[src/rsnh_pkg.sv]
// Shared types, widths and codes of the ray and sphere nearest-hit unit.
`default_nettype none

package rsnh_pkg;

    // Fixed-point format of coordinates: signed Q2.14.
    localparam int FRAC_BITS  = 14;
    localparam int COORD_W    = 16;
    localparam int RADIUS_W   = 15;
    localparam int COLOR_W    = 8;
    localparam int SLOT_W     = 3;
    localparam int PIX_X_W    = 10;
    localparam int PIX_Y_W    = 9;
    localparam int INDEX_W    = 3;
    localparam int HIT_DIST_W = 16;

    // Sphere table words.
    localparam int GEOM_W = 64;
    localparam int RGB_W  = 3 * COLOR_W;

    // Internal datapath widths, sized for the worst image height.
    localparam int MUL_W     = 26;
    localparam int PROD_W    = 2 * MUL_W;
    localparam int ACC_W     = 56;
    localparam int DIR_W     = 16;
    localparam int OFS_W     = COORD_W + 1;
    localparam int DIV_NUM_W = 40;
    localparam int DIV_DEN_W = 26;
    localparam int ROOT_IN_W = ACC_W;
    localparam int ROOT_W    = ROOT_IN_W / 2;
    localparam int DIST_W    = 30;

    // Configuration port.
    localparam int CFG_INDEX_W = 2;
    localparam int CFG_DATA_W  = 16;
    localparam int ACTIVE_W    = 4;

    localparam logic [CFG_INDEX_W-1:0] CFG_EYE_X  = 2'd0;
    localparam logic [CFG_INDEX_W-1:0] CFG_EYE_Y  = 2'd1;
    localparam logic [CFG_INDEX_W-1:0] CFG_EYE_Z  = 2'd2;
    localparam logic [CFG_INDEX_W-1:0] CFG_ACTIVE = 2'd3;

    localparam logic signed [COORD_W-1:0] EYE_X_RST  = 16'sd8192;
    localparam logic signed [COORD_W-1:0] EYE_Y_RST  = 16'sd8192;
    localparam logic signed [COORD_W-1:0] EYE_Z_RST  = -16'sd16384;
    localparam logic [ACTIVE_W-1:0]       ACTIVE_RST = 4'd3;

    // Operation codes of an input word.
    localparam logic OP_WRITE = 1'b0;
    localparam logic OP_TRACE = 1'b1;

    typedef struct packed {
        logic                        operation;
        logic [SLOT_W-1:0]           sphere_slot;
        logic signed [COORD_W-1:0]   center_x;
        logic signed [COORD_W-1:0]   center_y;
        logic signed [COORD_W-1:0]   center_z;
        logic [RADIUS_W-1:0]         radius;
        logic [COLOR_W-1:0]          color_red;
        logic [COLOR_W-1:0]          color_green;
        logic [COLOR_W-1:0]          color_blue;
        logic [PIX_X_W-1:0]          pixel_x;
        logic [PIX_Y_W-1:0]          pixel_y;
    } in_word_t;

    typedef struct packed {
        logic [COLOR_W-1:0]    pixel_red;
        logic [COLOR_W-1:0]    pixel_green;
        logic [COLOR_W-1:0]    pixel_blue;
        logic                  sphere_hit;
        logic [INDEX_W-1:0]    hit_index;
        logic [HIT_DIST_W-1:0] hit_distance;
    } out_word_t;

    typedef struct packed {
        logic                        start;
        logic signed [DIV_NUM_W-1:0] num;
        logic [DIV_DEN_W-1:0]        den;
    } div_req_t;

    typedef struct packed {
        logic                        done;
        logic signed [DIV_NUM_W-1:0] quot;
    } div_rsp_t;

    typedef struct packed {
        logic                 start;
        logic [ROOT_IN_W-1:0] radicand;
    } root_req_t;

    typedef struct packed {
        logic              done;
        logic [ROOT_W-1:0] root;
    } root_rsp_t;

endpackage

`default_nettype wire

[src/rsnh_sphere_mem.sv]
// Sphere table: geometry and colour memories with registered reads.
`default_nettype none

module rsnh_sphere_mem #(
    parameter int DEPTH  = 8,
    parameter int ADDR_W = 3
) (
    input  logic                         clk,
    input  logic                         wr_en,
    input  logic [ADDR_W-1:0]            wr_addr,
    input  logic [rsnh_pkg::GEOM_W-1:0]  wr_geom,
    input  logic [rsnh_pkg::RGB_W-1:0]   wr_rgb,
    input  logic                         geom_rd_en,
    input  logic [ADDR_W-1:0]            geom_rd_addr,
    output logic [rsnh_pkg::GEOM_W-1:0]  geom_rd,
    input  logic                         rgb_rd_en,
    input  logic [ADDR_W-1:0]            rgb_rd_addr,
    output logic [rsnh_pkg::RGB_W-1:0]   rgb_rd
);

    logic [rsnh_pkg::GEOM_W-1:0] geom_mem [DEPTH];
    logic [rsnh_pkg::RGB_W-1:0]  rgb_mem  [DEPTH];
    logic [rsnh_pkg::GEOM_W-1:0] geom_rd_reg;
    logic [rsnh_pkg::RGB_W-1:0]  rgb_rd_reg;

    always_ff @(posedge clk)
    begin
        if (wr_en)
        begin
            geom_mem[wr_addr] <= wr_geom;
            rgb_mem[wr_addr]  <= wr_rgb;
        end
        if (geom_rd_en)
        begin
            geom_rd_reg <= geom_mem[geom_rd_addr];
        end
        if (rgb_rd_en)
        begin
            rgb_rd_reg <= rgb_mem[rgb_rd_addr];
        end
    end

    assign geom_rd = geom_rd_reg;
    assign rgb_rd  = rgb_rd_reg;

endmodule

`default_nettype wire

[src/rsnh_divider.sv]
// Serial restoring divider that rounds to nearest with halves away from zero.
`default_nettype none

module rsnh_divider (
    input  logic               clk,
    input  logic               rst_n,
    input  rsnh_pkg::div_req_t req,
    output rsnh_pkg::div_rsp_t rsp
);

    localparam int NUM_W = rsnh_pkg::DIV_NUM_W;
    localparam int DEN_W = rsnh_pkg::DIV_DEN_W;
    localparam int CNT_W = $clog2(NUM_W);

    logic                    busy_reg, busy_next;
    logic                    done_reg, done_next;
    logic [CNT_W-1:0]        cnt_reg, cnt_next;
    logic [NUM_W-1:0]        quo_reg, quo_next;
    logic [DEN_W-1:0]        rem_reg, rem_next;
    logic [DEN_W-1:0]        den_reg, den_next;
    logic                    neg_reg, neg_next;
    logic signed [NUM_W-1:0] res_reg, res_next;

    logic [NUM_W-1:0] num_mag;
    logic [DEN_W:0]   rem_shift;
    logic [DEN_W:0]   rem_diff;
    logic             fits;
    logic [NUM_W-1:0] quo_step;

    always_comb
    begin
        num_mag   = req.num[NUM_W-1] ? NUM_W'(-req.num) : NUM_W'(req.num);
        rem_shift = {rem_reg, quo_reg[NUM_W-1]};
        rem_diff  = rem_shift - {1'b0, den_reg};
        fits      = (rem_shift >= {1'b0, den_reg});
        quo_step  = {quo_reg[NUM_W-2:0], fits};

        busy_next = busy_reg;
        done_next = 1'b0;
        cnt_next  = cnt_reg;
        quo_next  = quo_reg;
        rem_next  = rem_reg;
        den_next  = den_reg;
        neg_next  = neg_reg;
        res_next  = res_reg;

        if (busy_reg)
        begin
            quo_next = quo_step;
            rem_next = fits ? rem_diff[DEN_W-1:0] : rem_shift[DEN_W-1:0];
            cnt_next = cnt_reg + 1'b1;
            if (cnt_reg == CNT_W'(NUM_W - 1))
            begin
                busy_next = 1'b0;
                done_next = 1'b1;
                res_next  = neg_reg ? -$signed(quo_step) : $signed(quo_step);
            end
        end
        else if (req.start)
        begin
            // Adding half the divisor first turns truncation into rounding.
            busy_next = 1'b1;
            cnt_next  = '0;
            quo_next  = num_mag + NUM_W'(req.den >> 1);
            rem_next  = '0;
            den_next  = req.den;
            neg_next  = req.num[NUM_W-1];
        end
    end

    always_ff @(posedge clk or negedge rst_n)
    begin
        if (!rst_n)
        begin
            busy_reg <= 1'b0;
            done_reg <= 1'b0;
            cnt_reg  <= '0;
        end
        else
        begin
            busy_reg <= busy_next;
            done_reg <= done_next;
            cnt_reg  <= cnt_next;
        end
    end

    always_ff @(posedge clk)
    begin
        quo_reg <= quo_next;
        rem_reg <= rem_next;
        den_reg <= den_next;
        neg_reg <= neg_next;
        res_reg <= res_next;
    end

    assign rsp.done = done_reg;
    assign rsp.quot = res_reg;

endmodule

`default_nettype wire

[src/rsnh_isqrt.sv]
// Serial floor integer square root, one result bit per cycle.
`default_nettype none

module rsnh_isqrt (
    input  logic                clk,
    input  logic                rst_n,
    input  rsnh_pkg::root_req_t req,
    output rsnh_pkg::root_rsp_t rsp
);

    localparam int IN_W  = rsnh_pkg::ROOT_IN_W;
    localparam int OUT_W = rsnh_pkg::ROOT_W;

    logic              busy_reg, busy_next;
    logic              done_reg, done_next;
    logic [IN_W-1:0]   val_reg, val_next;
    logic [IN_W-1:0]   acc_reg, acc_next;
    logic [IN_W-1:0]   bit_reg, bit_next;
    logic [OUT_W-1:0]  root_reg, root_next;

    logic [IN_W-1:0] trial;
    logic            fits;
    logic [IN_W-1:0] acc_step;

    always_comb
    begin
        trial    = acc_reg + bit_reg;
        fits     = (val_reg >= trial);
        acc_step = fits ? ((acc_reg >> 1) + bit_reg) : (acc_reg >> 1);

        busy_next = busy_reg;
        done_next = 1'b0;
        val_next  = val_reg;
        acc_next  = acc_reg;
        bit_next  = bit_reg;
        root_next = root_reg;

        if (busy_reg)
        begin
            val_next = fits ? (val_reg - trial) : val_reg;
            acc_next = acc_step;
            bit_next = bit_reg >> 2;
            // The trial bit reaching the least significant place is the last step.
            if (bit_reg[0])
            begin
                busy_next = 1'b0;
                done_next = 1'b1;
                root_next = acc_step[OUT_W-1:0];
            end
        end
        else if (req.start)
        begin
            busy_next = 1'b1;
            val_next  = req.radicand;
            acc_next  = '0;
            bit_next  = {2'b01, {(IN_W-2){1'b0}}};
        end
    end

    always_ff @(posedge clk or negedge rst_n)
    begin
        if (!rst_n)
        begin
            busy_reg <= 1'b0;
            done_reg <= 1'b0;
        end
        else
        begin
            busy_reg <= busy_next;
            done_reg <= done_next;
        end
    end

    always_ff @(posedge clk)
    begin
        val_reg  <= val_next;
        acc_reg  <= acc_next;
        bit_reg  <= bit_next;
        root_reg <= root_next;
    end

    assign rsp.done = done_reg;
    assign rsp.root = root_reg;

endmodule

`default_nettype wire

[src/ray_sphere_nearest_hit_unit.sv]
// A sphere write word gives no result. A pixel result is registered once the ray length
// root, the three serial divisions of the direction and, for each active sphere, a
// projection and a discriminant have been worked out, with a square root only when the
// discriminant is not negative; a zero-length ray skips the divisions.
// Throughput: one pixel at a time; the next word is taken once the result is registered.
// Reset: eye at (0.5, 0.5, -1.0), three active spheres, no result pending; table not cleared.
`default_nettype none

// Top level of the ray and sphere nearest-hit unit.
module ray_sphere_nearest_hit_unit #(
    parameter int MAX_SPHERES  = 8,
    parameter int IMAGE_HEIGHT = 480
) (
    input  logic                                  clk,
    input  logic                                  rst_n,
    input  logic                                  in_valid,
    output logic                                  in_stall,
    input  rsnh_pkg::in_word_t                    in_word,
    output logic                                  out_valid,
    input  logic                                  out_stall,
    output rsnh_pkg::out_word_t                   out_word,
    input  logic                                  cfg_we,
    input  logic [rsnh_pkg::CFG_INDEX_W-1:0]      cfg_index,
    input  logic [rsnh_pkg::CFG_DATA_W-1:0]       cfg_data
);

    localparam int ADDR_W    = (MAX_SPHERES > 1) ? $clog2(MAX_SPHERES) : 1;
    localparam int CNT_W     = ADDR_W + 1;
    localparam int MUL_W     = rsnh_pkg::MUL_W;
    localparam int PROD_W    = rsnh_pkg::PROD_W;
    localparam int ACC_W     = rsnh_pkg::ACC_W;
    localparam int DIR_W     = rsnh_pkg::DIR_W;
    localparam int OFS_W     = rsnh_pkg::OFS_W;
    localparam int NUM_W     = rsnh_pkg::DIV_NUM_W;
    localparam int DEN_W     = rsnh_pkg::DIV_DEN_W;
    localparam int DIST_W    = rsnh_pkg::DIST_W;
    localparam int COORD_W   = rsnh_pkg::COORD_W;
    localparam int FRAC_BITS = rsnh_pkg::FRAC_BITS;
    localparam int INDEX_W   = rsnh_pkg::INDEX_W;
    localparam int PIX_X_W   = rsnh_pkg::PIX_X_W;

    localparam int COLOR_W_LOCAL = rsnh_pkg::COLOR_W;

    // The image-plane coordinate (2p + 1) / (2 * height) is a division by a constant,
    // done as a multiplication by a rounded-up reciprocal that is exact for every
    // numerator below 2^PIX_NUM_W.
    localparam int PIX_DEN_I = 2 * IMAGE_HEIGHT;
    localparam int PIX_NUM_W = PIX_X_W + 1 + FRAC_BITS;
    localparam int PIX_SHIFT = PIX_NUM_W + $clog2(PIX_DEN_I);
    localparam int RECIP_W   = PIX_NUM_W + 2;
    localparam int PIX_PRD_W = PIX_NUM_W + RECIP_W;
    localparam logic [RECIP_W-1:0]   PIX_RECIP = RECIP_W'(((64'd1 << PIX_SHIFT) +
                                                 64'(PIX_DEN_I) - 64'd1) / 64'(PIX_DEN_I));
    localparam logic [PIX_NUM_W-1:0] PIX_HALF  = PIX_NUM_W'(IMAGE_HEIGHT);

    localparam logic signed [MUL_W-1:0] ONE_FIX  = MUL_W'(1 << FRAC_BITS);
    localparam logic [ACC_W-1:0]        HALF_LSB = ACC_W'(1 << (FRAC_BITS - 1));
    localparam logic [DIST_W-1:0]       DIST_MAX = DIST_W'(16'hFFFF);

    // Sequencer states.
    localparam logic [4:0] ST_IDLE      = 5'd0;
    localparam logic [4:0] ST_PX_CALC   = 5'd1;
    localparam logic [4:0] ST_PY_CALC   = 5'd2;
    localparam logic [4:0] ST_LEN_MAC   = 5'd3;
    localparam logic [4:0] ST_LEN_ROOT  = 5'd4;
    localparam logic [4:0] ST_LEN_WAIT  = 5'd5;
    localparam logic [4:0] ST_DX_WAIT   = 5'd6;
    localparam logic [4:0] ST_DY_WAIT   = 5'd7;
    localparam logic [4:0] ST_DZ_WAIT   = 5'd8;
    localparam logic [4:0] ST_SPH_BEGIN = 5'd9;
    localparam logic [4:0] ST_SPH_LOAD  = 5'd10;
    localparam logic [4:0] ST_DOT_MAC   = 5'd11;
    localparam logic [4:0] ST_H_CALC    = 5'd12;
    localparam logic [4:0] ST_DISC_MAC  = 5'd13;
    localparam logic [4:0] ST_DISC_CHK  = 5'd14;
    localparam logic [4:0] ST_DISC_WAIT = 5'd15;
    localparam logic [4:0] ST_COL_RD    = 5'd16;
    localparam logic [4:0] ST_OUT       = 5'd17;

    // Control registers.
    logic [4:0]                     state_reg, state_next;
    logic signed [COORD_W-1:0]      eye_x_reg, eye_x_next;
    logic signed [COORD_W-1:0]      eye_y_reg, eye_y_next;
    logic signed [COORD_W-1:0]      eye_z_reg, eye_z_next;
    logic [rsnh_pkg::ACTIVE_W-1:0]  active_reg, active_next;
    logic                           out_valid_reg, out_valid_next;
    logic [2:0]                     mac_step_reg, mac_step_next;
    logic [CNT_W-1:0]               k_reg, k_next;
    logic [CNT_W-1:0]               n_reg, n_next;
    logic                           found_reg, found_next;

    // Datapath registers.
    logic [PIX_X_W-1:0]             x_reg, x_next;
    logic [rsnh_pkg::PIX_Y_W-1:0]   y_reg, y_next;
    logic signed [MUL_W-1:0]        rx_reg, rx_next;
    logic signed [MUL_W-1:0]        ry_reg, ry_next;
    logic signed [MUL_W-1:0]        rz_reg, rz_next;
    logic [DEN_W-1:0]               len_reg, len_next;
    logic signed [DIR_W-1:0]        dx_reg, dx_next;
    logic signed [DIR_W-1:0]        dy_reg, dy_next;
    logic signed [DIR_W-1:0]        dz_reg, dz_next;
    logic signed [OFS_W-1:0]        ox_reg, ox_next;
    logic signed [OFS_W-1:0]        oy_reg, oy_next;
    logic signed [OFS_W-1:0]        oz_reg, oz_next;
    logic [rsnh_pkg::RADIUS_W-1:0]  r_reg, r_next;
    logic signed [MUL_W-1:0]        h_reg, h_next;
    logic signed [PROD_W-1:0]       prod_reg, prod_next;
    logic signed [ACC_W-1:0]        acc_reg, acc_next;
    logic [CNT_W-1:0]               best_k_reg, best_k_next;
    logic signed [DIST_W-1:0]       best_t_reg, best_t_next;
    rsnh_pkg::out_word_t            out_word_reg, out_word_next;

    // Unit handshakes and memory ports.
    rsnh_pkg::div_req_t  div_req;
    rsnh_pkg::div_rsp_t  div_rsp;
    rsnh_pkg::root_req_t root_req;
    rsnh_pkg::root_rsp_t root_rsp;

    logic                          mem_wr_en;
    logic [ADDR_W-1:0]             mem_wr_addr;
    logic [rsnh_pkg::GEOM_W-1:0]   mem_wr_geom;
    logic [rsnh_pkg::RGB_W-1:0]    mem_wr_rgb;
    logic                          geom_rd_en;
    logic [rsnh_pkg::GEOM_W-1:0]   geom_rd;
    logic                          rgb_rd_en;
    logic [rsnh_pkg::RGB_W-1:0]    rgb_rd;

    // Combinational helpers.
    logic                          in_take;
    logic                          out_free;
    logic [2:0]                    mac_last;
    logic signed [MUL_W-1:0]       op_a, op_b;
    logic signed [MUL_W-1:0]       ox_ext, oy_ext, oz_ext, r_ext;
    logic [ACC_W-1:0]              acc_mag;
    logic [ACC_W-1:0]              h_mag;
    logic signed [DIST_W-1:0]      neg_h, root_ext, t_near, t_far, t_sel;
    logic signed [COORD_W-1:0]     cen_x, cen_y, cen_z;
    logic [COLOR_W_LOCAL-1:0]      shade;
    logic [PIX_X_W-1:0]            pix_sel;
    logic [PIX_NUM_W-1:0]          pix_num;
    logic [PIX_PRD_W-1:0]          pix_prod;
    logic signed [MUL_W-1:0]       pix_quot;

    assign in_take  = in_valid && !in_stall;
    assign out_free = !out_valid_reg || !out_stall;

    // Fields of the geometry word just read from the table.
    assign cen_x = geom_rd[15:0];
    assign cen_y = geom_rd[31:16];
    assign cen_z = geom_rd[47:32];

    assign ox_ext = MUL_W'(ox_reg);
    assign oy_ext = MUL_W'(oy_reg);
    assign oz_ext = MUL_W'(oz_reg);
    assign r_ext  = MUL_W'(r_reg);

    // Image-plane coordinate of the pixel column in the x step and of the row in the
    // y step, rounded to nearest.
    always_comb
    begin
        pix_sel  = (state_reg == ST_PX_CALC) ? x_reg : PIX_X_W'(y_reg);
        pix_num  = (PIX_NUM_W'({pix_sel, 1'b1}) << FRAC_BITS) + PIX_HALF;
        pix_prod = PIX_PRD_W'(pix_num) * PIX_PRD_W'(PIX_RECIP);
        pix_quot = MUL_W'(pix_prod >> PIX_SHIFT);
    end

    // The multiply-accumulate runs three products for the ray length and the
    // projection, and five for the discriminant h*h - |o|^2 + r^2, whose
    // subtracted terms are fed with one operand negated.
    always_comb
    begin
        mac_last = (state_reg == ST_DISC_MAC) ? 3'd5 : 3'd3;
        op_a     = '0;
        op_b     = '0;
        case (state_reg)
            ST_LEN_MAC:
            begin
                case (mac_step_reg)
                    3'd0:    begin op_a = rx_reg; op_b = rx_reg; end
                    3'd1:    begin op_a = ry_reg; op_b = ry_reg; end
                    default: begin op_a = rz_reg; op_b = rz_reg; end
                endcase
            end
            ST_DOT_MAC:
            begin
                case (mac_step_reg)
                    3'd0:    begin op_a = MUL_W'(dx_reg); op_b = ox_ext; end
                    3'd1:    begin op_a = MUL_W'(dy_reg); op_b = oy_ext; end
                    default: begin op_a = MUL_W'(dz_reg); op_b = oz_ext; end
                endcase
            end
            ST_DISC_MAC:
            begin
                case (mac_step_reg)
                    3'd0:    begin op_a = h_reg;   op_b = h_reg;  end
                    3'd1:    begin op_a = -ox_ext; op_b = ox_ext; end
                    3'd2:    begin op_a = -oy_ext; op_b = oy_ext; end
                    3'd3:    begin op_a = -oz_ext; op_b = oz_ext; end
                    default: begin op_a = r_ext;   op_b = r_ext;  end
                endcase
            end
            default:
            begin
                op_a = '0;
                op_b = '0;
            end
        endcase
    end

    // Rounded projection h and the two candidate hit distances.
    always_comb
    begin
        acc_mag  = acc_reg[ACC_W-1] ? ACC_W'(-acc_reg) : ACC_W'(acc_reg);
        h_mag    = (acc_mag + HALF_LSB) >> FRAC_BITS;
        neg_h    = -DIST_W'(h_reg);
        root_ext = DIST_W'(root_rsp.root);
        t_near   = neg_h - root_ext;
        t_far    = neg_h + root_ext;
        t_sel    = t_near[DIST_W-1] ? t_far : t_near;
        shade    = ry_reg[MUL_W-1] ? 8'hFF : 8'h00;
    end

    // Main sequencer.
    always_comb
    begin
        state_next     = state_reg;
        eye_x_next     = eye_x_reg;
        eye_y_next     = eye_y_reg;
        eye_z_next     = eye_z_reg;
        active_next    = active_reg;
        out_valid_next = out_valid_reg;
        mac_step_next  = mac_step_reg;
        k_next         = k_reg;
        n_next         = n_reg;
        found_next     = found_reg;
        x_next         = x_reg;
        y_next         = y_reg;
        rx_next        = rx_reg;
        ry_next        = ry_reg;
        rz_next        = rz_reg;
        len_next       = len_reg;
        dx_next        = dx_reg;
        dy_next        = dy_reg;
        dz_next        = dz_reg;
        ox_next        = ox_reg;
        oy_next        = oy_reg;
        oz_next        = oz_reg;
        r_next         = r_reg;
        h_next         = h_reg;
        prod_next      = prod_reg;
        acc_next       = acc_reg;
        best_k_next    = best_k_reg;
        best_t_next    = best_t_reg;
        out_word_next  = out_word_reg;

        div_req        = '0;
        root_req       = '0;
        mem_wr_en      = 1'b0;
        mem_wr_addr    = ADDR_W'(in_word.sphere_slot);
        mem_wr_geom    = {1'b0, in_word.radius, in_word.center_z,
                          in_word.center_y, in_word.center_x};
        mem_wr_rgb     = {in_word.color_red, in_word.color_green, in_word.color_blue};
        geom_rd_en     = 1'b0;
        rgb_rd_en      = 1'b0;

        // The result register empties as soon as the consumer takes it.
        if (out_valid_reg && !out_stall)
        begin
            out_valid_next = 1'b0;
        end

        // Configuration must be written only while no pixel is in flight; the block itself does not enforce this.
        if (cfg_we)
        begin
            case (cfg_index)
                rsnh_pkg::CFG_EYE_X:  eye_x_next  = cfg_data;
                rsnh_pkg::CFG_EYE_Y:  eye_y_next  = cfg_data;
                rsnh_pkg::CFG_EYE_Z:  eye_z_next  = cfg_data;
                rsnh_pkg::CFG_ACTIVE: active_next = cfg_data[rsnh_pkg::ACTIVE_W-1:0];
                default:              active_next = active_reg;
            endcase
        end

        // Shared multiply-accumulate: each product is registered in prod_reg and then
        // added into acc_reg, so the sum is ready on the step after the last product.
        if (state_reg == ST_LEN_MAC || state_reg == ST_DOT_MAC ||
            state_reg == ST_DISC_MAC)
        begin
            prod_next     = op_a * op_b;
            acc_next      = (mac_step_reg == 3'd0) ? '0 :
                            acc_reg + ACC_W'(prod_reg);
            mac_step_next = mac_step_reg + 1'b1;
        end

        case (state_reg)
            ST_IDLE:
            begin
                if (in_take)
                begin
                    if (in_word.operation == rsnh_pkg::OP_TRACE)
                    begin
                        x_next     = in_word.pixel_x;
                        y_next     = in_word.pixel_y;
                        state_next = ST_PX_CALC;
                    end
                    else if (int'(in_word.sphere_slot) < MAX_SPHERES)
                    begin
                        mem_wr_en = 1'b1;
                    end
                end
            end

            ST_PX_CALC:
            begin
                rx_next    = pix_quot - MUL_W'(eye_x_reg);
                state_next = ST_PY_CALC;
            end

            ST_PY_CALC:
            begin
                ry_next       = ONE_FIX - pix_quot - MUL_W'(eye_y_reg);
                rz_next       = -MUL_W'(eye_z_reg);
                n_next        = (int'(active_reg) > MAX_SPHERES) ?
                                CNT_W'(MAX_SPHERES) : CNT_W'(active_reg);
                k_next        = '0;
                found_next    = 1'b0;
                best_k_next   = '0;
                best_t_next   = '0;
                mac_step_next = 3'd0;
                state_next    = ST_LEN_MAC;
            end

            ST_LEN_MAC:
            begin
                if (mac_step_reg == mac_last)
                begin
                    mac_step_next = 3'd0;
                    state_next    = ST_LEN_ROOT;
                end
            end

            ST_LEN_ROOT:
            begin
                root_req.start    = 1'b1;
                root_req.radicand = acc_reg;
                state_next        = ST_LEN_WAIT;
            end

            ST_LEN_WAIT:
            begin
                if (root_rsp.done)
                begin
                    len_next = DEN_W'(root_rsp.root);
                    if (root_rsp.root == '0)
                    begin
                        // A zero-length ray has no direction at all.
                        dx_next    = '0;
                        dy_next    = '0;
                        dz_next    = '0;
                        state_next = ST_SPH_BEGIN;
                    end
                    else
                    begin
                        div_req.start = 1'b1;
                        div_req.num   = NUM_W'(rx_reg) <<< FRAC_BITS;
                        div_req.den   = DEN_W'(root_rsp.root);
                        state_next    = ST_DX_WAIT;
                    end
                end
            end

            ST_DX_WAIT:
            begin
                if (div_rsp.done)
                begin
                    dx_next       = DIR_W'(div_rsp.quot);
                    div_req.start = 1'b1;
                    div_req.num   = NUM_W'(ry_reg) <<< FRAC_BITS;
                    div_req.den   = len_reg;
                    state_next    = ST_DY_WAIT;
                end
            end

            ST_DY_WAIT:
            begin
                if (div_rsp.done)
                begin
                    dy_next       = DIR_W'(div_rsp.quot);
                    div_req.start = 1'b1;
                    div_req.num   = NUM_W'(rz_reg) <<< FRAC_BITS;
                    div_req.den   = len_reg;
                    state_next    = ST_DZ_WAIT;
                end
            end

            ST_DZ_WAIT:
            begin
                if (div_rsp.done)
                begin
                    dz_next    = DIR_W'(div_rsp.quot);
                    state_next = ST_SPH_BEGIN;
                end
            end

            ST_SPH_BEGIN:
            begin
                if (k_reg == n_reg)
                begin
                    state_next = ST_COL_RD;
                end
                else
                begin
                    geom_rd_en = 1'b1;
                    state_next = ST_SPH_LOAD;
                end
            end

            ST_SPH_LOAD:
            begin
                ox_next       = OFS_W'(eye_x_reg) - OFS_W'(cen_x);
                oy_next       = OFS_W'(eye_y_reg) - OFS_W'(cen_y);
                oz_next       = OFS_W'(eye_z_reg) - OFS_W'(cen_z);
                r_next        = geom_rd[62:48];
                mac_step_next = 3'd0;
                state_next    = ST_DOT_MAC;
            end

            ST_DOT_MAC:
            begin
                if (mac_step_reg == mac_last)
                begin
                    mac_step_next = 3'd0;
                    state_next    = ST_H_CALC;
                end
            end

            ST_H_CALC:
            begin
                h_next     = acc_reg[ACC_W-1] ? -MUL_W'(h_mag) : MUL_W'(h_mag);
                state_next = ST_DISC_MAC;
            end

            ST_DISC_MAC:
            begin
                if (mac_step_reg == mac_last)
                begin
                    mac_step_next = 3'd0;
                    state_next    = ST_DISC_CHK;
                end
            end

            ST_DISC_CHK:
            begin
                if (acc_reg[ACC_W-1])
                begin
                    // The ray passes this sphere by.
                    k_next     = k_reg + 1'b1;
                    state_next = ST_SPH_BEGIN;
                end
                else
                begin
                    root_req.start    = 1'b1;
                    root_req.radicand = acc_reg;
                    state_next        = ST_DISC_WAIT;
                end
            end

            ST_DISC_WAIT:
            begin
                if (root_rsp.done)
                begin
                    // The nearer root wins unless it lies behind the eye; a strict
                    // compare keeps the lower index on equal distances.
                    if (!t_sel[DIST_W-1] && (!found_reg || t_sel < best_t_reg))
                    begin
                        found_next  = 1'b1;
                        best_t_next = t_sel;
                        best_k_next = k_reg;
                    end
                    k_next     = k_reg + 1'b1;
                    state_next = ST_SPH_BEGIN;
                end
            end

            ST_COL_RD:
            begin
                rgb_rd_en  = 1'b1;
                state_next = ST_OUT;
            end

            ST_OUT:
            begin
                if (out_free)
                begin
                    if (found_reg)
                    begin
                        out_word_next.pixel_red    = rgb_rd[23:16];
                        out_word_next.pixel_green  = rgb_rd[15:8];
                        out_word_next.pixel_blue   = rgb_rd[7:0];
                        out_word_next.sphere_hit   = 1'b1;
                        out_word_next.hit_index    = INDEX_W'(best_k_reg);
                        out_word_next.hit_distance = (best_t_reg > $signed(DIST_MAX)) ?
                                                     16'hFFFF : best_t_reg[15:0];
                    end
                    else
                    begin
                        // Background: black when the ray is level or rising.
                        out_word_next.pixel_red    = shade;
                        out_word_next.pixel_green  = shade;
                        out_word_next.pixel_blue   = shade;
                        out_word_next.sphere_hit   = 1'b0;
                        out_word_next.hit_index    = '0;
                        out_word_next.hit_distance = '0;
                    end
                    out_valid_next = 1'b1;
                    state_next     = ST_IDLE;
                end
            end

            default:
            begin
                state_next = ST_IDLE;
            end
        endcase
    end

    always_ff @(posedge clk or negedge rst_n)
    begin
        if (!rst_n)
        begin
            state_reg     <= ST_IDLE;
            eye_x_reg     <= rsnh_pkg::EYE_X_RST;
            eye_y_reg     <= rsnh_pkg::EYE_Y_RST;
            eye_z_reg     <= rsnh_pkg::EYE_Z_RST;
            active_reg    <= rsnh_pkg::ACTIVE_RST;
            out_valid_reg <= 1'b0;
            mac_step_reg  <= '0;
            k_reg         <= '0;
            n_reg         <= '0;
            found_reg     <= 1'b0;
        end
        else
        begin
            state_reg     <= state_next;
            eye_x_reg     <= eye_x_next;
            eye_y_reg     <= eye_y_next;
            eye_z_reg     <= eye_z_next;
            active_reg    <= active_next;
            out_valid_reg <= out_valid_next;
            mac_step_reg  <= mac_step_next;
            k_reg         <= k_next;
            n_reg         <= n_next;
            found_reg     <= found_next;
        end
    end

    always_ff @(posedge clk)
    begin
        x_reg        <= x_next;
        y_reg        <= y_next;
        rx_reg       <= rx_next;
        ry_reg       <= ry_next;
        rz_reg       <= rz_next;
        len_reg      <= len_next;
        dx_reg       <= dx_next;
        dy_reg       <= dy_next;
        dz_reg       <= dz_next;
        ox_reg       <= ox_next;
        oy_reg       <= oy_next;
        oz_reg       <= oz_next;
        r_reg        <= r_next;
        h_reg        <= h_next;
        prod_reg     <= prod_next;
        acc_reg      <= acc_next;
        best_k_reg   <= best_k_next;
        best_t_reg   <= best_t_next;
        out_word_reg <= out_word_next;
    end

    // Words are taken only between pixels; the result register keeps the last
    // result on offer while the next word is being accepted.
    assign in_stall  = (state_reg != ST_IDLE);
    assign out_valid = out_valid_reg;
    assign out_word  = out_word_reg;

    rsnh_sphere_mem #(
        .DEPTH  (MAX_SPHERES),
        .ADDR_W (ADDR_W)
    ) u_mem (
        .clk          (clk),
        .wr_en        (mem_wr_en),
        .wr_addr      (mem_wr_addr),
        .wr_geom      (mem_wr_geom),
        .wr_rgb       (mem_wr_rgb),
        .geom_rd_en   (geom_rd_en),
        .geom_rd_addr (k_reg[ADDR_W-1:0]),
        .geom_rd      (geom_rd),
        .rgb_rd_en    (rgb_rd_en),
        .rgb_rd_addr  (best_k_reg[ADDR_W-1:0]),
        .rgb_rd       (rgb_rd)
    );

    rsnh_divider u_div (
        .clk   (clk),
        .rst_n (rst_n),
        .req   (div_req),
        .rsp   (div_rsp)
    );

    rsnh_isqrt u_root (
        .clk   (clk),
        .rst_n (rst_n),
        .req   (root_req),
        .rsp   (root_rsp)
    );

endmodule

`default_nettype wire

[config.mk]
export PLATFORM = sky130hd
export DESIGN_NAME = ray_sphere_nearest_hit_unit
export DESIGN_NICKNAME = d
export VERILOG_FILES = /design/src/rsnh_pkg.sv /design/src/rsnh_sphere_mem.sv /design/src/rsnh_divider.sv /design/src/rsnh_isqrt.sv /design/src/ray_sphere_nearest_hit_unit.sv
export SDC_FILE = /design/constraint.sdc
export NUM_CORES = 2
export LEC_CHECK = 0
export BUFFER_PORTS_ARGS = -buffer_cell sky130_fd_sc_hd__buf_2
export CORE_MARGIN = 8
export CORE_UTILIZATION = 55
export CTS_CLUSTER_SIZE = 10
export DETAILED_ROUTE_END_ITERATION = 12
export GPL_ROUTABILITY_DRIVEN = 1
export GPL_TIMING_DRIVEN = 0
export PLACE_DENSITY = 0.68
export SLEW_MARGIN = 10
export SYNTH_ARGS = -nofsm -noshare
export SYNTH_HDL_FRONTEND = slang
export SYNTH_HIERARCHICAL = 1
export SYNTH_SLANG_ARGS = --single-unit
[constraint.sdc]
create_clock -name clk -period 10.7 [get_ports clk]
set_input_delay 0.535 -clock clk [delete_from_list [all_inputs] [get_ports clk]]
set_output_delay 0.535 -clock clk [all_outputs]
set_load 0.02 [all_outputs]
==> out/metrics.json <==
{
  "antenna_viol_nets_final": {"value": 0},
  "io_buf_count": {"value": 178},
  "core.rowCount": {"value": 167},
  "final-setup-viol-count": {"value": 0},
  "power.switching": {"value": 0.02314, "unit": "W"},
  "placement.setup.worst_slack": {"value": -2507, "unit": "ps"},
  "drt_drc_violations_left": {"value": 0},
  "worst_pin_slew": {"value": 1365, "unit": "ps"},
  "cap_viol_max_count": {"value": 0},
  "clock_path_buffers": {"value": 3},
  "cts.htree.levels": {"value": 4},
  "internal_power_summed_over_all_cells": {"value": 0.02259, "unit": "W"},
  "clk-insertion-delay-late": {"value": 870, "unit": "ps"},
  "timing_worst_setup_path_type": {"value": "reg -> reg"},
  "run_status": {"value": "finished, final reports clean"},
  "clock_tree_from_tritoncts": {"value": "yes"},
  "areaGrowthSynthToFinish": {"value": 12.50, "unit": "%"},
  "cts_root_buffer_type": {"value": "sky130_fd_sc_hd__clkbuf_16"},
  "timing.final.hold_violations": {"value": 0},
  "die_height": {"value": 472.9, "unit": "microns"},
  "first_global_vias": {"value": 85577},
  "synthesis.instances": {"value": 10449},
  "stdcell_count": {"value": 14018},
  "routed_wire_length_per_instance": {"value": 27.74, "unit": "microns"},
  "worstPathArrival": {"value": 11110, "unit": "ps"},
  "peak_per_stage_delay_on_the_critical_path": {"value": 710, "unit": "ps"},
  "syn_area": {"value": 114800, "unit": "sq um"},
  "slew_violations": {"value": 0},
  "detailedRoute.firstIterationViolations": {"value": 9747},
  "timing.critical_path.mode_cell": {"value": "sky130_fd_sc_hd__fa_1"},
  "finalClockSkew": {"value": 95.29, "unit": "ps"},
  "global_route_wire_length_before_repair": {"value": 568900, "unit": "microns"},
  "cp_max_fo": {"value": 10},
  "clock-sinks": {"value": 1572},
  "worstHoldPathType": {"value": "in -> reg"},
  "globalRouteTotalUtil": {"value": 34.19, "unit": "%"},
  "slowest_stage": {"value": "sky130_fd_sc_hd__a222oi_1"},
  "fmaxAchievable": {"value": 94.84, "unit": "MHz"},
  "worstPathRequired": {"value": 11270, "unit": "ps"},
  "drive_above_1_share": {"value": 12.33, "unit": "%"},
  "largest_register_ff_count": {"value": 504},
  "drt-pass1-iter-count": {"value": 11},
  "vias": {"value": 86808},
  "sw_frac_of_total": {"value": 50.60, "unit": "%"},
  "grt_max_degree": {"value": 57},
  "power.density": {"value": 354.1, "unit": "nW/um^2"},
  "cts.reportedPaths.clkPinSlew": {"value": 60, "unit": "ps"},
  "startpoint_type": {"value": "flop"},
  "fill_cell_instance_count_of_the_final_layout": {"value": 16689},
  "synthesis.area_per_instance": {"value": 10.99, "unit": "sq um"},
  "p_seq_share": {"value": 22.1, "unit": "%"},
  "irDropWorstVdd": {"value": 0.0003914, "unit": "V"},
  "final_area": {"value": 129200, "unit": "sq um"},
  "vias_per_cell": {"value": 6.193},
  "cts_inserted_buffers": {"value": 185},
  "totalPowerFinal": {"value": 0.04573, "unit": "W"},
  "design.portCount": {"value": 179},
  "synthesis_warning_total": {"value": 6},
  "layout.nets": {"value": 12672},
  "reported_leakage_power": {"value": 52.58, "unit": "nW"},
  "clkPwrFrac": {"value": 12.6, "unit": "%"},
  "timing.slew.headroom": {"value": 9.004, "unit": "%"},
  "coreArea": {"value": 207300, "unit": "sq um"},
  "p_comb_share": {"value": 65.3, "unit": "%"},
  "postRouteWirelength": {"value": 388900, "unit": "microns"},
  "final_core_area_utilization": {"value": 62.31, "unit": "%"},
  "dp.final_hpwl": {"value": 306000, "unit": "microns"},
  "place_area": {"value": 121000, "unit": "sq um"},
  "timing.final.crit_share": {"value": 98.54, "unit": "%"},
  "period_minus_slack": {"value": 10540, "unit": "ps"},
  "routabilityCongestion": {"value": 1.033},
  "die_x": {"value": 472.9, "unit": "microns"},
  "post-place-cells": {"value": 13565},
  "setup_slack": {"value": 156.1, "unit": "ps"},
  "crit_path_end_kind": {"value": "flop"},
  "start_util": {"value": 55.39, "unit": "%"},
  "grt_antenna_before_repair": {"value": 54},
  "aggregate_global_routing_overflow": {"value": 0},
  "die_area": {"value": 223600, "unit": "sq um"}
}
[cell type report]
type	count	area (sq um)	share of cell area [%]
diodes	19	47.55	0.03681
plain buffers	409	1973	1.528
clock buffers	235	4837	3.745
clock inverters	43	556.8	0.4311
inverters	1228	4622	3.578
multi-input cells	7275	62880	48.68
flip-flops and latches	1572	46800	36.24
well taps	2788	3488	2.701
repair buffers	449	3955	3.062
[layout by cell type (no fill, tap or decap), types with 61 or more instances in the layout]
cell                            count
sky130_fd_sc_hd__a21o_1           181
sky130_fd_sc_hd__a21oi_1          432
sky130_fd_sc_hd__a31oi_1           92
sky130_fd_sc_hd__and2_1           256
sky130_fd_sc_hd__and3_1            72
sky130_fd_sc_hd__buf_2            222
sky130_fd_sc_hd__buf_4            106
sky130_fd_sc_hd__clkbuf_1         273
sky130_fd_sc_hd__clkbuf_16        185
sky130_fd_sc_hd__dfrtp_1           74
sky130_fd_sc_hd__dlygate4sd3_1    124
sky130_fd_sc_hd__edfxtp_1        1491
sky130_fd_sc_hd__fa_1             733
sky130_fd_sc_hd__ha_1             679
sky130_fd_sc_hd__inv_1           1218
sky130_fd_sc_hd__mux2_2           189
sky130_fd_sc_hd__mux4_2           174
sky130_fd_sc_hd__nand2_1          969
sky130_fd_sc_hd__nand2b_1          72
sky130_fd_sc_hd__nand3_1          129
sky130_fd_sc_hd__nand4_1           99
sky130_fd_sc_hd__nor2_1           729
sky130_fd_sc_hd__nor2b_1          104
sky130_fd_sc_hd__nor3_1           112
sky130_fd_sc_hd__o21a_1            69
sky130_fd_sc_hd__o21ai_0          378
sky130_fd_sc_hd__or3_1             61
sky130_fd_sc_hd__xnor2_1          370
sky130_fd_sc_hd__xor2_1           226
[critical path, delay by kind of cell, from the launching register on]
kind            cells  cell delay (ps)
compound gates     11             3340
simple gates        4              910
xor+xnor            1              120
fa+ha+maj           9             4160
flops               1              390
buf+inv             8             1340
[worst paths after layout]
path	start	to	slack [ps]	cells past startpoint
worst max-delay path	mac_step_reg[1]$_DFF_PN0_	prod_reg[50]$_DFFE_PN_	160	33
worst min-delay path	in_word[106]	u_mem/geom_mem[2][20]$_DFFE_PP_	120	2
worst max register to register	mac_step_reg[1]$_DFF_PN0_	prod_reg[50]$_DFFE_PN_	160	33
worst min register to register	u_mem/geom_rd[58]$_DFFE_PP_	r_reg[10]$_DFFE_PP_	420	0
max in group asynchronous	rst_n	u_root/done_reg$_DFF_PN0_	9800	3
min in group asynchronous	rst_n	eye_z_reg[12]$_DFFE_PN0P_	160	2
[stage by stage]
step | hold WS, ps | setup TNS [ps]
2_1_floorplan | 239.4 | 0
3_3_place_gp | 403.6 | -871170
3_5_place_dp | 405.4 | -49990
4_1_cts | 38.77 | 0
5_1_grt | 79.07 | -46.25
6_report | 124.0 | 0
[power groups by stage]
stage	sequential, W	clock, W	combinational [W]
2_1_floorplan	0.00953	0	0.0196
3_3_place_gp	0.0103	0	0.0281
3_5_place_dp	0.0101	0	0.0283
4_1_cts	0.0100	0.00583	0.0290
5_1_grt	0.0101	0.00606	0.0326
6_report	0.0101	0.00577	0.0299
[per-layer routing]
layer	share of wire (%)	vias to the layer above	track usage, %	wire length [microns]
met4	4.9	26	14.11	19180
met2	43	4368	50.21	165600
met3	11	751	9.179	43910
met1	41	43646	48.32	160000
li1	-	38017	-	-
met5	0.044	-	0	172
[what timing repair did]
action | CTS | global route
hold buffers | 124 | 0
buffers inserted | 23 | 29
setup endpoints to repair | 38 | 21
pin swaps | 16 | 24
gates resized for setup | 247 | 135
hold endpoints to repair | 840 | 0
(Power assumes the default switching activity.)
